$ cat src/design/i2cm_pkg.sv
`default_nettype none
package i2cm_pkg;

  localparam int QUEUE_DEPTH = 2;
  localparam logic [7:0] ACK_TIMEOUT_RST = 8'd250;

  localparam logic [2:0] FUNC_START = 3'd0;
  localparam logic [2:0] FUNC_STOP  = 3'd1;
  localparam logic [2:0] FUNC_SEND  = 3'd2;
  localparam logic [2:0] FUNC_WAIT  = 3'd3;
  localparam logic [2:0] FUNC_READ  = 3'd4;

  // phase markers
  localparam logic [4:0] SEND_LAST    = 5'd24;
  localparam logic [4:0] READ_ACK_PH  = 5'd16;
  localparam logic [4:0] READ_ACK_HI  = 5'd17;
  localparam logic [4:0] READ_LAST    = 5'd18;
  localparam logic [4:0] WAIT_POLL_PH = 5'd1;
  localparam logic [4:0] WAIT_END_PH  = 5'd2;
  localparam logic [4:0] STOP_LAST    = 5'd2;
  localparam logic [1:0] SUB_HIGH     = 2'd1;
  localparam logic [1:0] SUB_LAST     = 2'd2;

  typedef enum logic [5:0] {
    CMD_IDLE  = 6'b000001,
    CMD_START = 6'b000010,
    CMD_STOP  = 6'b000100,
    CMD_SEND  = 6'b001000,
    CMD_WAIT  = 6'b010000,
    CMD_READ  = 6'b100000
  } cmd_t;

  typedef struct packed {
    logic       cmd_ok;
    cmd_t       cmd;
    logic [7:0] tx_byte;
    logic       send_ack;
    logic       sda_in;
  } item_t;

  function automatic cmd_t decode_func(input logic [2:0] f);
    cmd_t c;
    case (f)
      FUNC_START: c = CMD_START;
      FUNC_STOP:  c = CMD_STOP;
      FUNC_SEND:  c = CMD_SEND;
      FUNC_WAIT:  c = CMD_WAIT;
      FUNC_READ:  c = CMD_READ;
      default:    c = CMD_IDLE;
    endcase
    return c;
  endfunction

endpackage
`default_nettype wire

$ cat src/design/i2cm_front.sv
`default_nettype none
module i2cm_front #(
  parameter int DEPTH = i2cm_pkg::QUEUE_DEPTH
) (
  input  logic              clk,
  input  logic              rst,
  input  logic              in_valid,
  output logic              in_ready,
  input  logic              cmd_valid,
  input  logic [2:0]        func,
  input  logic [7:0]        tx_byte,
  input  logic              send_ack,
  input  logic              sda_in,
  output logic              q_valid,
  input  logic              q_ready,
  output i2cm_pkg::item_t   q_item
);

  localparam int PTR_W = (DEPTH > 1) ? $clog2(DEPTH) : 1;
  localparam int CNT_W = $clog2(DEPTH + 1);

  i2cm_pkg::item_t  mem [DEPTH];
  i2cm_pkg::item_t  item_in;
  i2cm_pkg::cmd_t   dec;
  logic [PTR_W-1:0] wr_ptr;
  logic [PTR_W-1:0] rd_ptr;
  logic [CNT_W-1:0] count;
  logic             push;
  logic             pop;

  // classify the beat before it enters the queue
  always_comb begin
    dec = i2cm_pkg::decode_func(func);
    item_in.cmd_ok   = cmd_valid && (dec != i2cm_pkg::CMD_IDLE);
    item_in.cmd      = dec;
    item_in.tx_byte  = tx_byte;
    item_in.send_ack = send_ack;
    item_in.sda_in   = sda_in;
  end

  assign in_ready = (count != CNT_W'(DEPTH));
  assign q_valid  = (count != '0);
  assign push     = in_valid && in_ready;
  assign pop      = q_valid && q_ready;
  assign q_item   = mem[rd_ptr];

  always_ff @(posedge clk) begin
    if (push) begin
      mem[wr_ptr] <= item_in;
    end
  end

  always_ff @(posedge clk) begin
    if (rst) begin
      wr_ptr <= '0;
      rd_ptr <= '0;
      count  <= '0;
    end else begin
      if (push) begin
        wr_ptr <= (wr_ptr == PTR_W'(DEPTH - 1)) ? '0 : wr_ptr + 1'b1;
      end
      if (pop) begin
        rd_ptr <= (rd_ptr == PTR_W'(DEPTH - 1)) ? '0 : rd_ptr + 1'b1;
      end
      if (push && !pop) begin
        count <= count + 1'b1;
      end else if (pop && !push) begin
        count <= count - 1'b1;
      end
    end
  end

endmodule
`default_nettype wire

$ cat src/design/i2cm_back.sv
`default_nettype none
module i2cm_back (
  input  logic            clk,
  input  logic            rst,
  input  logic            cfg_valid,
  output logic            cfg_ready,
  input  logic [7:0]      cfg_data,
  input  logic            q_valid,
  output logic            q_ready,
  input  i2cm_pkg::item_t q_item,
  output logic            out_valid,
  input  logic            out_ready,
  output logic            scl,
  output logic            sda_release,
  output logic            busy_res,
  output logic            done_res,
  output logic [7:0]      rx_byte,
  output logic            ack_fail
);

  i2cm_pkg::cmd_t state, state_next, cur;
  logic [4:0] phase, phase_next, p;
  logic [1:0] sub, sub_next, sb;
  logic [7:0] shift_byte, shift_byte_next, sh;
  logic [7:0] poll_count, poll_count_next, pc;
  logic       scl_level, scl_level_next;
  logic       sda_level, sda_level_next;
  logic       fail_flag, fail_flag_next, ff;
  logic       ack_choice, ack_choice_next, ac;
  logic [7:0] rx_last, rx_last_next;
  logic [7:0] ack_timeout;
  logic       tick_scl, tick_sda, tick_busy, tick_done, tick_fail;
  logic       hold_phase;
  logic       go;

  assign cfg_ready = 1'b1;
  assign go        = q_valid && (!out_valid || out_ready);
  assign q_ready   = go;

  always_comb begin
    cur = state;
    p   = phase;
    pc  = poll_count;
    sh  = shift_byte;
    sb  = sub;
    ff  = fail_flag;
    ac  = ack_choice;
    // a new command starts on the same tick it is offered
    if (state == i2cm_pkg::CMD_IDLE && q_item.cmd_ok) begin
      cur = q_item.cmd;
      p   = '0;
      pc  = '0;
      sb  = '0;
      ff  = 1'b0;
      sh  = (q_item.cmd == i2cm_pkg::CMD_SEND) ? q_item.tx_byte : 8'd0;
      ac  = q_item.send_ack;
    end

    tick_scl        = scl_level;
    tick_sda        = sda_level;
    tick_busy       = 1'b0;
    tick_done       = 1'b0;
    tick_fail       = 1'b0;
    hold_phase      = 1'b0;
    state_next      = cur;
    phase_next      = p;
    sub_next        = sb;
    shift_byte_next = sh;
    poll_count_next = pc;
    fail_flag_next  = ff;
    ack_choice_next = ac;
    rx_last_next    = rx_last;
    scl_level_next  = scl_level;
    sda_level_next  = sda_level;

    case (cur)
      i2cm_pkg::CMD_START: begin
        tick_scl  = 1'b1;
        tick_sda  = (p == '0);
        tick_done = (p != '0);
      end
      i2cm_pkg::CMD_STOP: begin
        tick_scl  = (p != '0);
        tick_sda  = (p >= i2cm_pkg::STOP_LAST);
        tick_done = (p >= i2cm_pkg::STOP_LAST);
      end
      i2cm_pkg::CMD_SEND: begin
        if (p == '0) begin
          tick_scl = 1'b0;
          tick_sda = sda_level;
        end else begin
          // three ticks per bit: low, high, low; shift after the third
          tick_sda = sh[7];
          tick_scl = (sb == i2cm_pkg::SUB_HIGH);
          if (sb == i2cm_pkg::SUB_LAST) begin
            sub_next        = '0;
            shift_byte_next = {sh[6:0], 1'b0};
          end else begin
            sub_next = sb + 2'd1;
          end
          tick_done = (p >= i2cm_pkg::SEND_LAST);
        end
      end
      i2cm_pkg::CMD_WAIT: begin
        if (p == '0) begin
          tick_scl = scl_level;
          tick_sda = 1'b1;
        end else if (p == i2cm_pkg::WAIT_POLL_PH) begin
          tick_scl   = 1'b1;
          tick_sda   = 1'b1;
          hold_phase = 1'b1;
          if (!q_item.sda_in) begin
            phase_next = i2cm_pkg::WAIT_END_PH;
          end else if (pc == ack_timeout) begin
            // timed out: fall into a stop sequence and flag it
            state_next     = i2cm_pkg::CMD_STOP;
            phase_next     = '0;
            fail_flag_next = 1'b1;
          end else begin
            poll_count_next = pc + 8'd1;
          end
        end else begin
          tick_scl  = 1'b0;
          tick_sda  = 1'b1;
          tick_done = 1'b1;
        end
      end
      i2cm_pkg::CMD_READ: begin
        if (p < i2cm_pkg::READ_ACK_PH) begin
          tick_sda = 1'b1;
          tick_scl = p[0];
          if (p[0]) begin
            shift_byte_next = {sh[6:0], q_item.sda_in};
          end
        end else begin
          tick_sda  = !ac;
          tick_scl  = (p == i2cm_pkg::READ_ACK_HI);
          tick_done = (p >= i2cm_pkg::READ_LAST);
          if (p >= i2cm_pkg::READ_LAST) begin
            rx_last_next = sh;
          end
        end
      end
      default: begin
      end
    endcase

    if (cur != i2cm_pkg::CMD_IDLE) begin
      tick_busy      = 1'b1;
      scl_level_next = tick_scl;
      sda_level_next = tick_sda;
      if (tick_done) begin
        if (cur == i2cm_pkg::CMD_START) begin
          scl_level_next = 1'b0;
        end
        tick_fail      = ff;
        fail_flag_next = 1'b0;
        state_next     = i2cm_pkg::CMD_IDLE;
        phase_next     = '0;
      end else if (!hold_phase) begin
        phase_next = p + 5'd1;
      end
    end
  end

  always_ff @(posedge clk) begin
    if (rst) begin
      state       <= i2cm_pkg::CMD_IDLE;
      phase       <= '0;
      sub         <= '0;
      shift_byte  <= '0;
      poll_count  <= '0;
      scl_level   <= 1'b0;
      sda_level   <= 1'b1;
      fail_flag   <= 1'b0;
      ack_choice  <= 1'b0;
      rx_last     <= '0;
      ack_timeout <= i2cm_pkg::ACK_TIMEOUT_RST;
      out_valid   <= 1'b0;
    end else begin
      if (cfg_valid && cfg_ready) begin
        ack_timeout <= cfg_data;
      end
      if (go) begin
        state      <= state_next;
        phase      <= phase_next;
        sub        <= sub_next;
        shift_byte <= shift_byte_next;
        poll_count <= poll_count_next;
        scl_level  <= scl_level_next;
        sda_level  <= sda_level_next;
        fail_flag  <= fail_flag_next;
        ack_choice <= ack_choice_next;
        rx_last    <= rx_last_next;
        out_valid  <= 1'b1;
      end else if (out_ready) begin
        out_valid <= 1'b0;
      end
    end
  end

  // output register
  always_ff @(posedge clk) begin
    if (go) begin
      scl         <= tick_scl;
      sda_release <= tick_sda;
      busy_res    <= tick_busy;
      done_res    <= tick_done;
      rx_byte     <= rx_last_next;
      ack_fail    <= tick_fail;
    end
  end

endmodule
`default_nettype wire

$ cat src/design/i2c_master_bit_engine.sv
// i2c master bit engine: one result beat for every input beat (one bus tick each)
// a result is held in the queue and then in the output register before it leaves
// throughput: one beat per cycle unless stalled; one phase per beat, none in an ack poll
// reset (rst, synchronous, active high): engine idle, scl level low, sda level released,
// queue empty, no result pending, ack_timeout back to 250
`default_nettype none
module i2c_master_bit_engine #(
  parameter int QUEUE_DEPTH = i2cm_pkg::QUEUE_DEPTH
) (
  input  logic       clk,
  input  logic       rst,
  input  logic       cfg_valid,
  output logic       cfg_ready,
  input  logic [7:0] cfg_data,
  input  logic       in_valid,
  output logic       in_ready,
  input  logic       cmd_valid,
  input  logic [2:0] func,
  input  logic [7:0] tx_byte,
  input  logic       send_ack,
  input  logic       sda_in,
  output logic       out_valid,
  input  logic       out_ready,
  output logic       scl,
  output logic       sda_release,
  output logic       busy_res,
  output logic       done_res,
  output logic [7:0] rx_byte,
  output logic       ack_fail
);

  logic            q_valid;
  logic            q_ready;
  i2cm_pkg::item_t q_item;

  i2cm_front #(
    .DEPTH (QUEUE_DEPTH)
  ) u_front (
    .clk       (clk),
    .rst       (rst),
    .in_valid  (in_valid),
    .in_ready  (in_ready),
    .cmd_valid (cmd_valid),
    .func      (func),
    .tx_byte   (tx_byte),
    .send_ack  (send_ack),
    .sda_in    (sda_in),
    .q_valid   (q_valid),
    .q_ready   (q_ready),
    .q_item    (q_item)
  );

  i2cm_back u_back (
    .clk         (clk),
    .rst         (rst),
    .cfg_valid   (cfg_valid),
    .cfg_ready   (cfg_ready),
    .cfg_data    (cfg_data),
    .q_valid     (q_valid),
    .q_ready     (q_ready),
    .q_item      (q_item),
    .out_valid   (out_valid),
    .out_ready   (out_ready),
    .scl         (scl),
    .sda_release (sda_release),
    .busy_res    (busy_res),
    .done_res    (done_res),
    .rx_byte     (rx_byte),
    .ack_fail    (ack_fail)
  );

endmodule
`default_nettype wire

$ cat config.mk
export PLATFORM = sky130hd
export DESIGN_NAME = i2c_master_bit_engine
export DESIGN_NICKNAME = d
export VERILOG_FILES = /design/src/design/i2cm_pkg.sv /design/src/design/i2cm_front.sv /design/src/design/i2cm_back.sv /design/src/design/i2c_master_bit_engine.sv
export SDC_FILE = /design/constraint.sdc
export NUM_CORES = 1
export LEC_CHECK = 0
export BUFFER_PORTS_ARGS = -buffer_cell sky130_fd_sc_hd__buf_2
export CAP_MARGIN = 20
export CORE_MARGIN = 5
export CORE_UTILIZATION = 35
export DETAILED_ROUTE_END_ITERATION = 16
export GPL_ROUTABILITY_DRIVEN = 0
export GPL_TIMING_DRIVEN = 0
export SLEW_MARGIN = 0
export SYNTH_ARGS = -nofsm -noshare
export SYNTH_HDL_FRONTEND = slang
export SYNTH_SLANG_ARGS = --single-unit
$ cat constraint.sdc
create_clock -name clk -period 5.1 [get_ports clk]
set_input_delay 1.02 -clock clk [delete_from_list [all_inputs] [get_ports clk]]
set_output_delay 1.02 -clock clk [all_outputs]
set_load 0.02 [all_outputs]
### Yosys cells after proc, flatten, opt, wreduce, memory -nomap -nowiden

Memory sizes are Yosys's and may differ from the RTL's. A register that Yosys moved wholly into a read port is not among the register bits.
Cells that the tools add are included.

* $add $sub $neg: 7
* $lt $le $gt $ge: 4
* equality and inequality tests: 19
* multiplexer cells: 75
* reductions and logical operators: 20

Operators by type and width (number)
* $mux 8: 15
* $mux 6: 8
* $mux 5: 9
* $mux 1: 32
* $pmux 6 s5: 1
* $pmux 8 s2: 1
* $pmux 1 s5: 3
* $eq 6x4->1 const B: 2
* $mux 2: 6
* $ne 6x1->1 const B: 2
* $ge 5x5->1 const B: 2
* $add 8x1->8 const B: 1
* $eq 8x8->1: 1
* $logic_and 1x1->1: 7
* $eq 3x2->1 const B: 2
* $eq 6x1->1 const B: 1
* $eq 6x2->1 const B: 1
* $eq 6x3->1 const B: 1
* $eq 6x5->1 const B: 1
* $eq 6x6->1 const B: 1
* $reduce_bool 2->1: 3
* $add 5x1->5 const B: 1
* $eq 5x1->1 const B: 1
* $eq 5x5->1 const B: 1
* other kinds (16): 22

* bits in registers: 67
* bits in writable memories: 34
* input port bits: 27
* output and inout port bits: 16
* logic and storage cells: 147
* memories: 1

Memories
* u_front.mem: words 2, width 17, rd ports 1, clocked after Yosys merged registers in 1, write ports 1, RTL line i2cm_front.sv:22 `i2cm_pkg::item_t mem [DEPTH];`

### Depth between registers and ports, before layout

Gate-level depths: netlist (run 1).

* word-level depth: 12
* depth in mapped cells: 11
* depth with buffers taken out: 8

### Cells and area by module

Synthesis (run 1) repeated with hierarchy kept, for this count alone.

* cells, all modules: 505
* area total of the unflattened synthesis: 5083.6 sq um

By module, submodules not included
* i2cm_back: times used 1, cells an instance 421, area an instance 3585.9 sq um, sequential area each 1391.3 sq um
* i2cm_front: times used 1, cells an instance 84, area an instance 1497.7 sq um, sequential area each 1121.1 sq um

### Worst setup path after synthesis (run 1)

Ideal clock, no wire load.

* kind: reg2reg
* start point: reg u_back.state[2]
* end point: reg u_back.poll_count[5]
* library setup time: 123 ps
* arrival: 2637 ps
* required time: 4977 ps
* setup slack: 2340 ps
* stages on the path, launching flop included: 10
* buffers on the path: 2
* period minus slack after synthesis: 2760 ps
* cell sequence: dfxtp_1 buf_6 or3_1 buf_6 o41a_4 a211oi_4 nand2_4 nor4b_4 nand4_1 mux2_1

* cells in the longest elaborated chain, start to end: 9
* elaborated cells on any way between the ends: 15
* those cells by class: add/sub (1); eq/ne (4); mux (8); reduce/logical (2)

Ends and longest elaborated chain
* start: declaration: RTL line i2cm_back.sv:21 `i2cm_pkg::cmd_t state, state_next, cur;`
* start signal: assignment: RTL line i2cm_back.sv:168 `state <= i2cm_pkg::CMD_IDLE;`
* start signal: assignment: RTL line i2cm_back.sv:185 `state <= state_next;`
* $eq 6x1->1: RTL line i2cm_back.sv:49 `if (state == i2cm_pkg::CMD_IDLE && q_item.cmd_ok) begin`
* $logic_and 1x1->1: RTL line i2cm_back.sv:49
* $mux 8: RTL line i2cm_back.sv:49
* $add 8x1->8 / $eq 8x8->1 (equally long branches): RTL line i2cm_back.sv:120, i2cm_back.sv:114
* $mux 8: RTL line i2cm_back.sv:114 `end else if (pc == ack_timeout) begin`
* $mux 8: RTL line i2cm_back.sv:112 `if (!q_item.sda_in) begin`
* $mux 8: RTL line i2cm_back.sv:108 `end else if (p == i2cm_pkg::WAIT_POLL_PH) begin`
* $mux 8: RTL line i2cm_back.sv:105 `if (p == '0) begin`
* $mux 8 *: RTL line i2cm_back.sv:76 `case (cur)`
* end signal: assignment: RTL line i2cm_back.sv:189 `poll_count <= poll_count_next;`
* end: declaration: RTL line i2cm_back.sv:25 `logic [7:0] poll_count, poll_count_next, pc;`

Mark *: on every way between the ends. The rest lies on a longest branch, timed or not.
A chain may end at the register's enable or synchronous reset.

### Worst setup path after layout (run 1)

* start point: reg u_back.state[0]
* end point: reg u_back.poll_count[6]

Same word-level chain as after synthesis.

==> metrics.md, run 1 <==
| Metric | Value |
|---|---|
| Worst Hold Path EP | u_back.fail_flag$_SDFFE_PP0P_ |
| Post-synth cell types | 67 |
| Starting Density | 35.2% |
| ANT cells | 0 |
| Core Rows | 44 |
| Post-CTS Resized | 0 |
| Via Count | 4042 |
| FF-to-FF Start | u_back.state[0]$_SDFFE_PP1P_ |
| Setup TNS | 0 ns |
| Area grow syn2layout | 14.6% |
| Global Route Usage Sum | 14.5% |
| Endpoints failing hold | 0 |
| First-pass GRT wire length | 19.4 mm |
| Cell area power density | 502 nW/um^2 |
| Final WL | 12.1 mm |
| Worst Max-Slew Pin Slew | 1.13 ns |
| Clock power frac | 21.9% |
| Pin count of the biggest net entering global routing | 18 |
| Mux share of post-synthesis cell area | 7.96% |
| Synth Area in Compound Gates | 16.6% |
| Fmax | 295 MHz |
| Mapped cell area | 5060 sq um |
| Worst path bufs/invs | 2 |
| Peak supply drop | 0.000202 V |
| Leading post-synthesis cells by cell area | edfxtp_1 (28%), dfxtp_1 (22%), mux2i_1 (4.0%) |
| Slowest-stage cell, CP | nor3b_1 |
| Arrival time worst endpoint | 3.66 ns |
| Yosys top cell by area | edfxtp_1 |
| Footprint of the multi-input gates | 2400 sq um |
| HPWL after DPL | 8.98 mm |
| Setup violators final | 0 |
| Critical path cell sequence | nor3b_1 > nand3_1 > clkbuf_1 > clkbuf_1 > and2_1 > ha_1 > and4_1 > nand4_1 > mux2_2 > nor2_1 |
| # H-tree levels | 3 |
| Core ar. | 14400 sq um |
| Post-route DRC | 0 |
| Die Span Y | 130 um |
| Maximum fanout along the worst path | 10 |
| Switch Pwr | 1.18 mW |
| Fin area | 5800 sq um |
| Worst-skew pair later-pin latency | 0.34 ns |
| Clock Path Buffers | 2 |
| Vias in the first global route | 3801 |
| Internal power | 1.74 mW |
| YS warnings | 0 |
| FFs w/ async S/R, synth | 0% |
| DRT antenna net count | 0 |
| Reg2reg path depth | 10 |
| Slew Viols, Final | 0 |
| Initial DRC count | 297 |
| Post-layout min period | 3.39 ns |
| # Max-Cap Violations | 0 |
| Area share of the leading cell type in the synthesized netlist | 27.9% |
| Ratio of cells with drive above 1 in the final layout | 16.2% |
| End of the worst register-to-register path | u_back.poll_count[6]$_SDFFE_PP0P_ |
| Seq pwr share | 37.5% |
| Leak Pwr | 2.18 nW |
| IO Port Bufs | 41 |
| FF-to-FF setup slack | 1.71 ns |
| Status | completed |
| Required time worst endpoint | 5.37 ns |
| Sw Share | 40.4% |
| Yosys reg bits | 102 |
| Clock transition at path regs | 0.06 ns |
| Combinational share of power | 40.6% |
| Root Driver | clkbuf_16 |
| Post-CTS setup buffers | 0 |
| Clock Skew | 0.00692 ns |
| Remaining global-route overflow | 0 |
| Placed cell area | 5520 sq um |
| Hold Path Origin | u_back.fail_flag$_SDFFE_PP0P_ |
| Syn_nets | 524 |
| Crit Path Class | flop to flop |
| Synth Flop Type | dfxtp_1 |
| Main combinational cell family by area after synthesis | simple AND/OR/NAND/NOR gates |
| Slew headroom | 23.5% |
| CTS tree | done |
| Unrepaired setup endpoints after global routing | no |
| Simple-gate share of the synthesized area | 20.5% |
| 1st-pass router iterations | 5 |
| Most frequent CP cell | clkbuf_1 |
| Number of top-level pins | 43 |
| Hold crit path type | flop to flop |
| XOR/XNOR Fraction of Synth Area | 1.73% |
| Fill cells | 1409 |
| Critical Path Sink Type | flop |
| Post-Syn Instances | 495 |
| Average vias per placed instance | 5.48 |
| CTS hold repair buffers | 0 |
| CP delay by family, top | simple AND/OR/NAND/NOR gates |
| Post-synth EDFFs | 47 |
| Share of the clock period used by the worst path | 66.5% |
| Die Footprint | 17000 sq um |
| Wire per inst | 16.4 um |
| Sequential fraction of the synthesis area | 49.6% |
| Hold Path Depth | 2 |
| Critical Path Source Type | flop |
| Register area | 2510 sq um |
| CTS buffer count | 9 |
| Crit path largest cell delay | 0.63 ns |
| Synth Area in Adders | 0.494% |
| Fin nets | 578 |
| Die width | 130 um |
| Clock sinks | 102 |
| Mapped Avg Cell Area | 10.2 sq um |
| Initial antenna violation count | 0 |
## flip-flops by register name, summed over array words and instances (netlist names), named ones only
register,cells
u_back.fail_flag,1
u_back.sda_level,1
u_back.done_res,1
u_back.rx_last,8
u_front.mem,34
u_back.sub,2
u_back.ack_fail,1
u_back.scl,1
u_back.scl_level,1
u_front.rd_ptr,1
u_front.wr_ptr,1
u_back.ack_choice,1
u_back.state,6
u_back.rx_byte,8
u_back.shift_byte,8
u_back.poll_count,8
u_front.count,2
u_back.busy_res,1
u_back.ack_timeout,8
u_back.sda_release,1
u_back.phase,5
u_back.out_valid,1
## Yosys cell counts (all sizes together), types with 9 or more instances
library cell / number
nand2: 38
a31oi: 11
edfxtp: 47
buf: 13
clkbuf: 15
a21o: 11
mux2: 18
a21oi: 21
nor2: 44
dfxtp: 55
nor3: 13
nor2b: 9
o21ai: 29
nor3b: 15
mux2i: 20
## tightest hold or removal path, cell delays in order, from the launching register on
cell	delay [ns]
dfxtp_1	0.31
nand2_1	0.05
a21oi_1	0.05
## cell families (layout without fill, tap and decap cells)
family,count (synthesis),in the layout
other cells,1,1
flops,102,102
fa+ha+maj,2,2
mux,38,38
simple gates,187,187
buf+inv,34,93
xor+xnor,10,10
compound gates,121,121
## cell type report
cell class	count	area share, %
sequential	102	43.3
multi-input combinational	359	41.4
clock buffer	12	4.25
tap	184	3.97
timing repair buffer	43	3.93
buffer	28	2.24
clock inverter	4	0.561
inverter	6	0.388
## cell usage in the layout, fill, tap and decap left out, types with 4 or more instances in the layout
master and instances:
and3_1 8, nand4_1 8, nor3_1 12, nor2b_1 9
a21oi_1 21, nor2_1 44, clkbuf_16 9, buf_2 46
nor3b_1 15, o21ai_0 29, clkbuf_1 17, nand2_1 36
a211o_1 8, nand3_1 8, or4_1 6, a41oi_1 4
xor2_1 4, nand2b_1 5, buf_1 5, a31oi_1 11
or3_1 6, mux2_2 15, edfxtp_1 47, nor4bb_1 4
a211oi_1 5, inv_1 6, a21o_1 11, mux2i_1 20
dfxtp_1 55, nand3b_1 8, xnor2_1 6
## per-layer routing
layer | wire length (um) | GRT usage [%] | up-vias
met2 | 5470 | 22.4 | 126
met4 | 223 | 5.26 | 0
met1 | 5710 | 20.2 | 1912
li1 | - | - | 1985
met3 | 660 | 2.87 | 19
met5 | 0 | 0 | -
## power by group through the flow
stage | clock network (mW) | registers [mW] | logic (mW)
6_report | 0.639 | 1.09 | 1.18
2_1_floorplan | 0 | 1.15 | 0.770
5_1_grt | 0.691 | 1.10 | 1.29
3_3_place_gp | 0 | 1.11 | 1.14
4_1_cts | 0.655 | 1.09 | 1.18
3_5_place_dp | 0 | 1.11 | 1.17
## worst max path at each step
stage                                       startpoint                                end  slack (ns)  cells after the start
after global routing      u_back.state[0]$_SDFFE_PP1P_  u_back.poll_count[6]$_SDFFE_PP0P_        1.54                     10
final                     u_back.state[0]$_SDFFE_PP1P_  u_back.poll_count[6]$_SDFFE_PP0P_        1.71                     10
after CTS                 u_back.state[0]$_SDFFE_PP1P_  u_back.poll_count[6]$_SDFFE_PP0P_        1.73                     10
after detailed placement  u_back.state[0]$_SDFFE_PP1P_  u_back.poll_count[6]$_SDFFE_PP0P_        1.75                     10
after floorplan           u_back.state[2]$_SDFFE_PP0P_  u_back.poll_count[5]$_SDFFE_PP0P_        2.34                      9
after global placement                       out_ready       u_back.state[4]$_SDFFE_PP0P_        1.66                      8
## per-stage QoR
step                      worst slack, ns  hold WS, ns  utilization, %  power [mW]  cells
after global routing                 1.54        0.478            40.4        3.08    738
after detailed placement             1.75        0.444            38.4        2.28    722
after CTS                            1.73        0.454            40.4        2.92    738
final                                1.71        0.451            40.4        2.91    738
after floorplan                      2.34        0.427               -        1.92    495
after global placement               1.66        0.441            38.3        2.25    720
Note: power is estimated with default switching activity, not from simulation.
==> inputs of run 2 (changes only) <==
Clock period 5.1 ns to 3.1 ns, I/O delays scaled along.
==> metrics.md, run 2 (synthesis results as in run 1) <==
| Metric | Value |
|---|---|
| Status | completed |
| Die Footprint | 17000 sq um |
| Via Count | 4087 |
| Starting Density | 35.2% |
| Pin count of the biggest net entering global routing | 18 |
| IO Port Bufs | 41 |
| HPWL after DPL | 8.98 mm |
| Core Rows | 44 |
| Slew Viols, Final | 0 |
| CTS buffer count | 9 |
| Footprint of the multi-input gates | 2450 sq um |
| Clock sinks | 102 |
| FF-to-FF setup slack | 0.13 ns |
| Clock transition at path regs | 0.07 ns |
| Die Span Y | 130 um |
| # H-tree levels | 3 |
| Global Route Usage Sum | 14.5% |
| Wire per inst | 16.6 um |
| Required time worst endpoint | 3.31 ns |
| Root Driver | clkbuf_16 |
| Combinational share of power | 42.1% |
| Setup violators final | 0 |
| Fmax | 337 MHz |
| Clock power frac | 21.4% |
| Maximum fanout along the worst path | 10 |
| Post-layout util | 41.1% |
| Slew headroom | 42.1% |
| Arrival time worst endpoint | 3.18 ns |
| Die width | 130 um |
| Area grow syn2layout | 16.7% |
| Sw Share | 40.5% |
| Non-Filler Instances | 744 |
| CTS tree | done |
| Register area | 2510 sq um |
| Commonest non-fill, non-tap cell in the layout | dfxtp_1 |
| Switch Pwr | 1.99 mW |
| Remaining global-route overflow | 0 |
| Endpoints failing hold | 0 |
| # Max-Cap Violations | 0 |
| Initial DRC count | 267 |
| Post-route DRC | 0 |
| Final total power | 4.92 mW |
| Critical Path Sink Type | flop |
| Vias in the first global route | 3812 |
| Hold WS | 0.452 ns |
| Fin nets | 584 |
| Reg with most FFs | u_front.mem |
| Clock Path Buffers | 2 |
| Post-layout min period | 2.97 ns |
| Final WL | 12.3 mm |
| Internal power | 2.93 mW |
| DRT antenna net count | 0 |
| 1st-pass router iterations | 5 |
| Cell area power density | 833 nW/um^2 |
| Ratio of cells with drive above 1 in the final layout | 19.6% |
| Worst Max-Slew Pin Slew | 0.861 ns |
| Critical Path Source Type | flop |
| Share of the clock period used by the worst path | 95.8% |
| Peak supply drop | 0.000333 V |
| Seq pwr share | 36.5% |
| Average vias per placed instance | 5.49 |
| Max FFs per register | 34 |
| Clock Skew | 0.00715 ns |
| Fill cells | 1397 |
| ANT cells | 0 |
| Crit Path Class | flop to flop |
| Hold crit path type | flop to flop |
| First-pass GRT wire length | 19.4 mm |
| Core ar. | 14400 sq um |
| Initial antenna violation count | 0 |
| Most frequent cells in the layout | dfxtp_1 (54), edfxtp_1 (47), buf_2 (46), nor2_1 (44), nand2_1 (36) |
| Cells after DPL | 722 |
| Number of top-level pins | 43 |
| Leak Pwr | 2.24 nW |
| Worst-skew pair later-pin latency | 0.34 ns |
-- run 2: final timing paths --
kind,cells after the start,end,startpoint
setup reg to reg,9,u_back.sda_release$_DFFE_PP_,u_back.state[2]$_SDFFE_PP0P_
setup / recovery,9,u_back.sda_release$_DFFE_PP_,u_back.state[2]$_SDFFE_PP0P_
hold reg to reg,2,u_back.fail_flag$_SDFFE_PP0P_,u_back.fail_flag$_SDFFE_PP0P_
hold / removal,2,u_back.fail_flag$_SDFFE_PP0P_,u_back.fail_flag$_SDFFE_PP0P_
-- run 2: critical path: stages, from the launching register on --
cell and delay, ns:
dfxtp_1 0.31, buf_6 0.13, or3_1 0.35, buf_6 0.16
o41a_4 0.54, a211oi_1 0.39, nand2_1 0.13, or4_1 0.60
nand2_1 0.11, a21o_1 0.11
-- run 2: area by class of cell --
type | instances | share of cell area [%]
plain buffers | 28 | 2.35
clock inverters | 4 | 0.550
repair buffers | 49 | 4.61
clock buffers | 12 | 4.17
well taps | 184 | 3.90
inverters | 6 | 0.381
flip-flops and latches | 102 | 42.5
multi-input cells | 359 | 41.5
-- run 2: what timing repair did --
action                                  in CTS  in global routing
resized for setup                            6                 14
hold buffers                                 0                  0
pin swaps                                    0                  2
endpoints found under the setup margin      11                 23
setup buffers                                0                  6
-- run 2: power groups by stage --
stage	registers (mW)	logic, mW	clock network (mW)
3_3_place_gp	1.82	1.88	0
2_1_floorplan	1.89	1.27	0
6_report	1.80	2.07	1.06
3_5_place_dp	1.82	1.93	0
4_1_cts	1.80	1.96	1.08
5_1_grt	1.82	2.24	1.14
-- run 2: through the flow --
step | cell area (sq um) | setup TNS (ns) | setup WS [ns]
2_1_floorplan | 5060 | 0 | 0.340
6_report | 5910 | 0 | 0.129
5_1_grt | 5910 | -0.0279 | -0.0279
3_5_place_dp | 5520 | -0.702 | -0.252
4_1_cts | 5820 | 0 | 0.00496
3_3_place_gp | 5500 | -0.352 | -0.233
-- run 2: routing by layer --
metal	vias to the layer above	track usage, %	part of all wire, %
li1	2003	-	-
met4	0	5.26	1.6
met2	131	22.5	46
met3	20	2.87	6.3
met1	1933	20.2	46
met5	-	0	0
==> inputs of run 3 (changes only) <==
Settings changed: CELL_PAD_IN_SITES_DETAIL_PLACEMENT from default to 1, CELL_PAD_IN_SITES_GLOBAL_PLACEMENT from default to 1, PLACE_DENSITY_LB_ADDON from default to 0.1, RECOVER_POWER from default to 100.
Clock period 3.1 ns to 2.9 ns, I/O delays scaled along.
==> metrics.md, run 3 (synthesis results as in run 1) <==
| Metric | Value |
|---|---|
| Status | complete, but fails checks |
| Violated checks | setup timing |
| Arrival time worst endpoint | 3.19 ns |
| Endpoints failing hold | 0 |
| Final WL | 14.7 mm |
| Die Footprint | 17000 sq um |
| Remaining global-route overflow | 0 |
| Root Driver | clkbuf_16 |
| Clock sinks | 102 |
| Final total power | 5.79 mW |
| Slew Viols, Final | 0 |
| # Max-Cap Violations | 0 |
| Maximum fanout along the worst path | 8 |
| Average vias per placed instance | 5.57 |
| Worst-skew pair later-pin latency | 0.36 ns |
| Initial antenna violation count | 0 |
| Most frequent cells in the layout | dfxtp_1 (50), edfxtp_1 (47), nor2_1 (44), clkbuf_1 (40), nand2_1 (36) |
| Initial DRC count | 182 |
| Leak Pwr | 2.29 nW |
| Area grow syn2layout | 20.3% |
| Post-layout min period | 2.95 ns |
| IO Port Bufs | 41 |
| Hold WS | 0.413 ns |
| Setup TNS | -0.190 ns |
| Seq pwr share | 33.7% |
| Share of the clock period used by the worst path | 102% |
| Met3 wire length | 406 um |
| Core ar. | 14400 sq um |
| Required time worst endpoint | 3.15 ns |
| Peak supply drop | 0.000394 V |
| Pin count of the biggest net entering global routing | 18 |
| # H-tree levels | 3 |
| Reg with most FFs | u_front.mem |
| Die Span Y | 130 um |
| Wire per inst | 19.6 um |
| Uppermost routed layer | met4 |
| Crit Path Class | flop to flop |
| Setup WS post-layout | -0.0493 ns |
| First-pass GRT wire length | 23.2 mm |
| Slew headroom | 2.62% |
| CTS buffer count | 9 |
| ANT cells | 0 |
| Vias in the first global route | 4291 |
| Crit path largest cell delay | 0.51 ns |
| CTS hold repair buffers | 0 |
| 1st-pass router iterations | 4 |
| Critical Path Sink Type | flop |
| Cell area power density | 950 nW/um^2 |
| Die width | 130 um |
| Critical path cell sequence | or3_4 > buf_6 > o41a_4 > a211oi_4 > buf_4 > nand2_4 > nor4b_4 > nand4_1 > mux2_4 |
| HPWL after DPL | 10.5 mm |
| DRT antenna net count | 0 |
| Commonest non-fill, non-tap cell in the layout | dfxtp_1 |
| Number of top-level pins | 43 |
| Unrepaired setup endpoints after global routing | yes |
| Post-route DRC | 0 |
| Switch Pwr | 2.34 mW |
| Metal2 WL | 6.97 mm |
| Sw Share | 40.4% |
| M1 wire length | 6.97 mm |
| Combinational share of power | 42.7% |
| Clock Path Buffers | 2 |
| Worst Max-Slew Pin Slew | 1.46 ns |
| Critical Path Source Type | flop |
| Clock transition at path regs | 0.07 ns |
| Max FFs per register | 34 |
| Global Route Usage Sum | 17.9% |
| Starting Density | 35.2% |
| Internal power | 3.45 mW |
| CP delay by family, top | simple AND/OR/NAND/NOR gates |
| CTS tree | done |
| Fin area | 6090 sq um |
| Placed cell area | 5520 sq um |
| Worst path bufs/invs | 2 |
| Hold crit path type | input pin to flop |
| Fmax | 339 MHz |
| Setup violators final | 5 |
| Via Count | 4169 |
| Core Rows | 44 |
| Fin nets | 589 |
| Setup slack at placement | -0.735 ns |
| Slowest-stage cell, CP | o41a_4 |
| Clock Skew | 0.00873 ns |
| Ratio of cells with drive above 1 in the final layout | 19.3% |
| Clock power frac | 23.5% |
-- run 3: per-layer routing --
layer / GRT usage, % / vias to the layer above
li1: - / 2000
met1: 23.6 / 2094
met2: 28.8 / 56
met3: 3.93 / 19
met4: 6.48 / 0
met5: 0 / -
-- run 3: power groups by stage --
stage	clock network [mW]	registers, mW	logic [mW]
2_1_floorplan	0	2.02	1.35
3_3_place_gp	0	1.95	2.11
3_5_place_dp	0	1.96	2.16
4_1_cts	1.40	1.93	2.32
5_1_grt	1.46	1.98	2.69
6_report	1.36	1.95	2.47
-- run 3: final timing paths --
kind | from | to | slack (ns) | cells after the start
setup / recovery | u_back.state[2]$_SDFFE_PP0P_ | u_back.poll_count[5]$_SDFFE_PP0P_ | -0.05 | 9
hold / removal | tx_byte[3] | u_front.mem[0][5]$_DFFE_PP_ | 0.41 | 1
setup reg to reg | u_back.state[2]$_SDFFE_PP0P_ | u_back.poll_count[5]$_SDFFE_PP0P_ | -0.05 | 9
hold reg to reg | u_back.fail_flag$_SDFFE_PP0P_ | u_back.fail_flag$_SDFFE_PP0P_ | 0.47 | 2
-- run 3: layout make-up --
| type | instances | area (sq um) |
|---|---|---|
| fill | 1605 | 8280 |
| multi-input combinational | 359 | 2550 |
| sequential | 102 | 2520 |
| timing repair buffer | 56 | 294 |
| clock buffer | 11 | 254 |
| tap | 184 | 230 |
| buffer | 26 | 135 |
| clock inverter | 5 | 81.3 |
| inverter | 6 | 22.5 |
-- run 3: stage by stage --
| step | utilization [%] | std cells |
|---|---|---|
| finish | 42.4 | 749 |
| global route | 42.4 | 749 |
| CTS | 41.7 | 743 |
| detailed placement | 38.4 | 721 |
| global placement | 38.3 | 720 |
| floorplan | - | 495 |
-- run 3: repair_timing --
item	CTS	global route
endpoints found under the setup margin	52	21
pin swaps	7	6
setup buffers	6	8
resized for setup	28	28
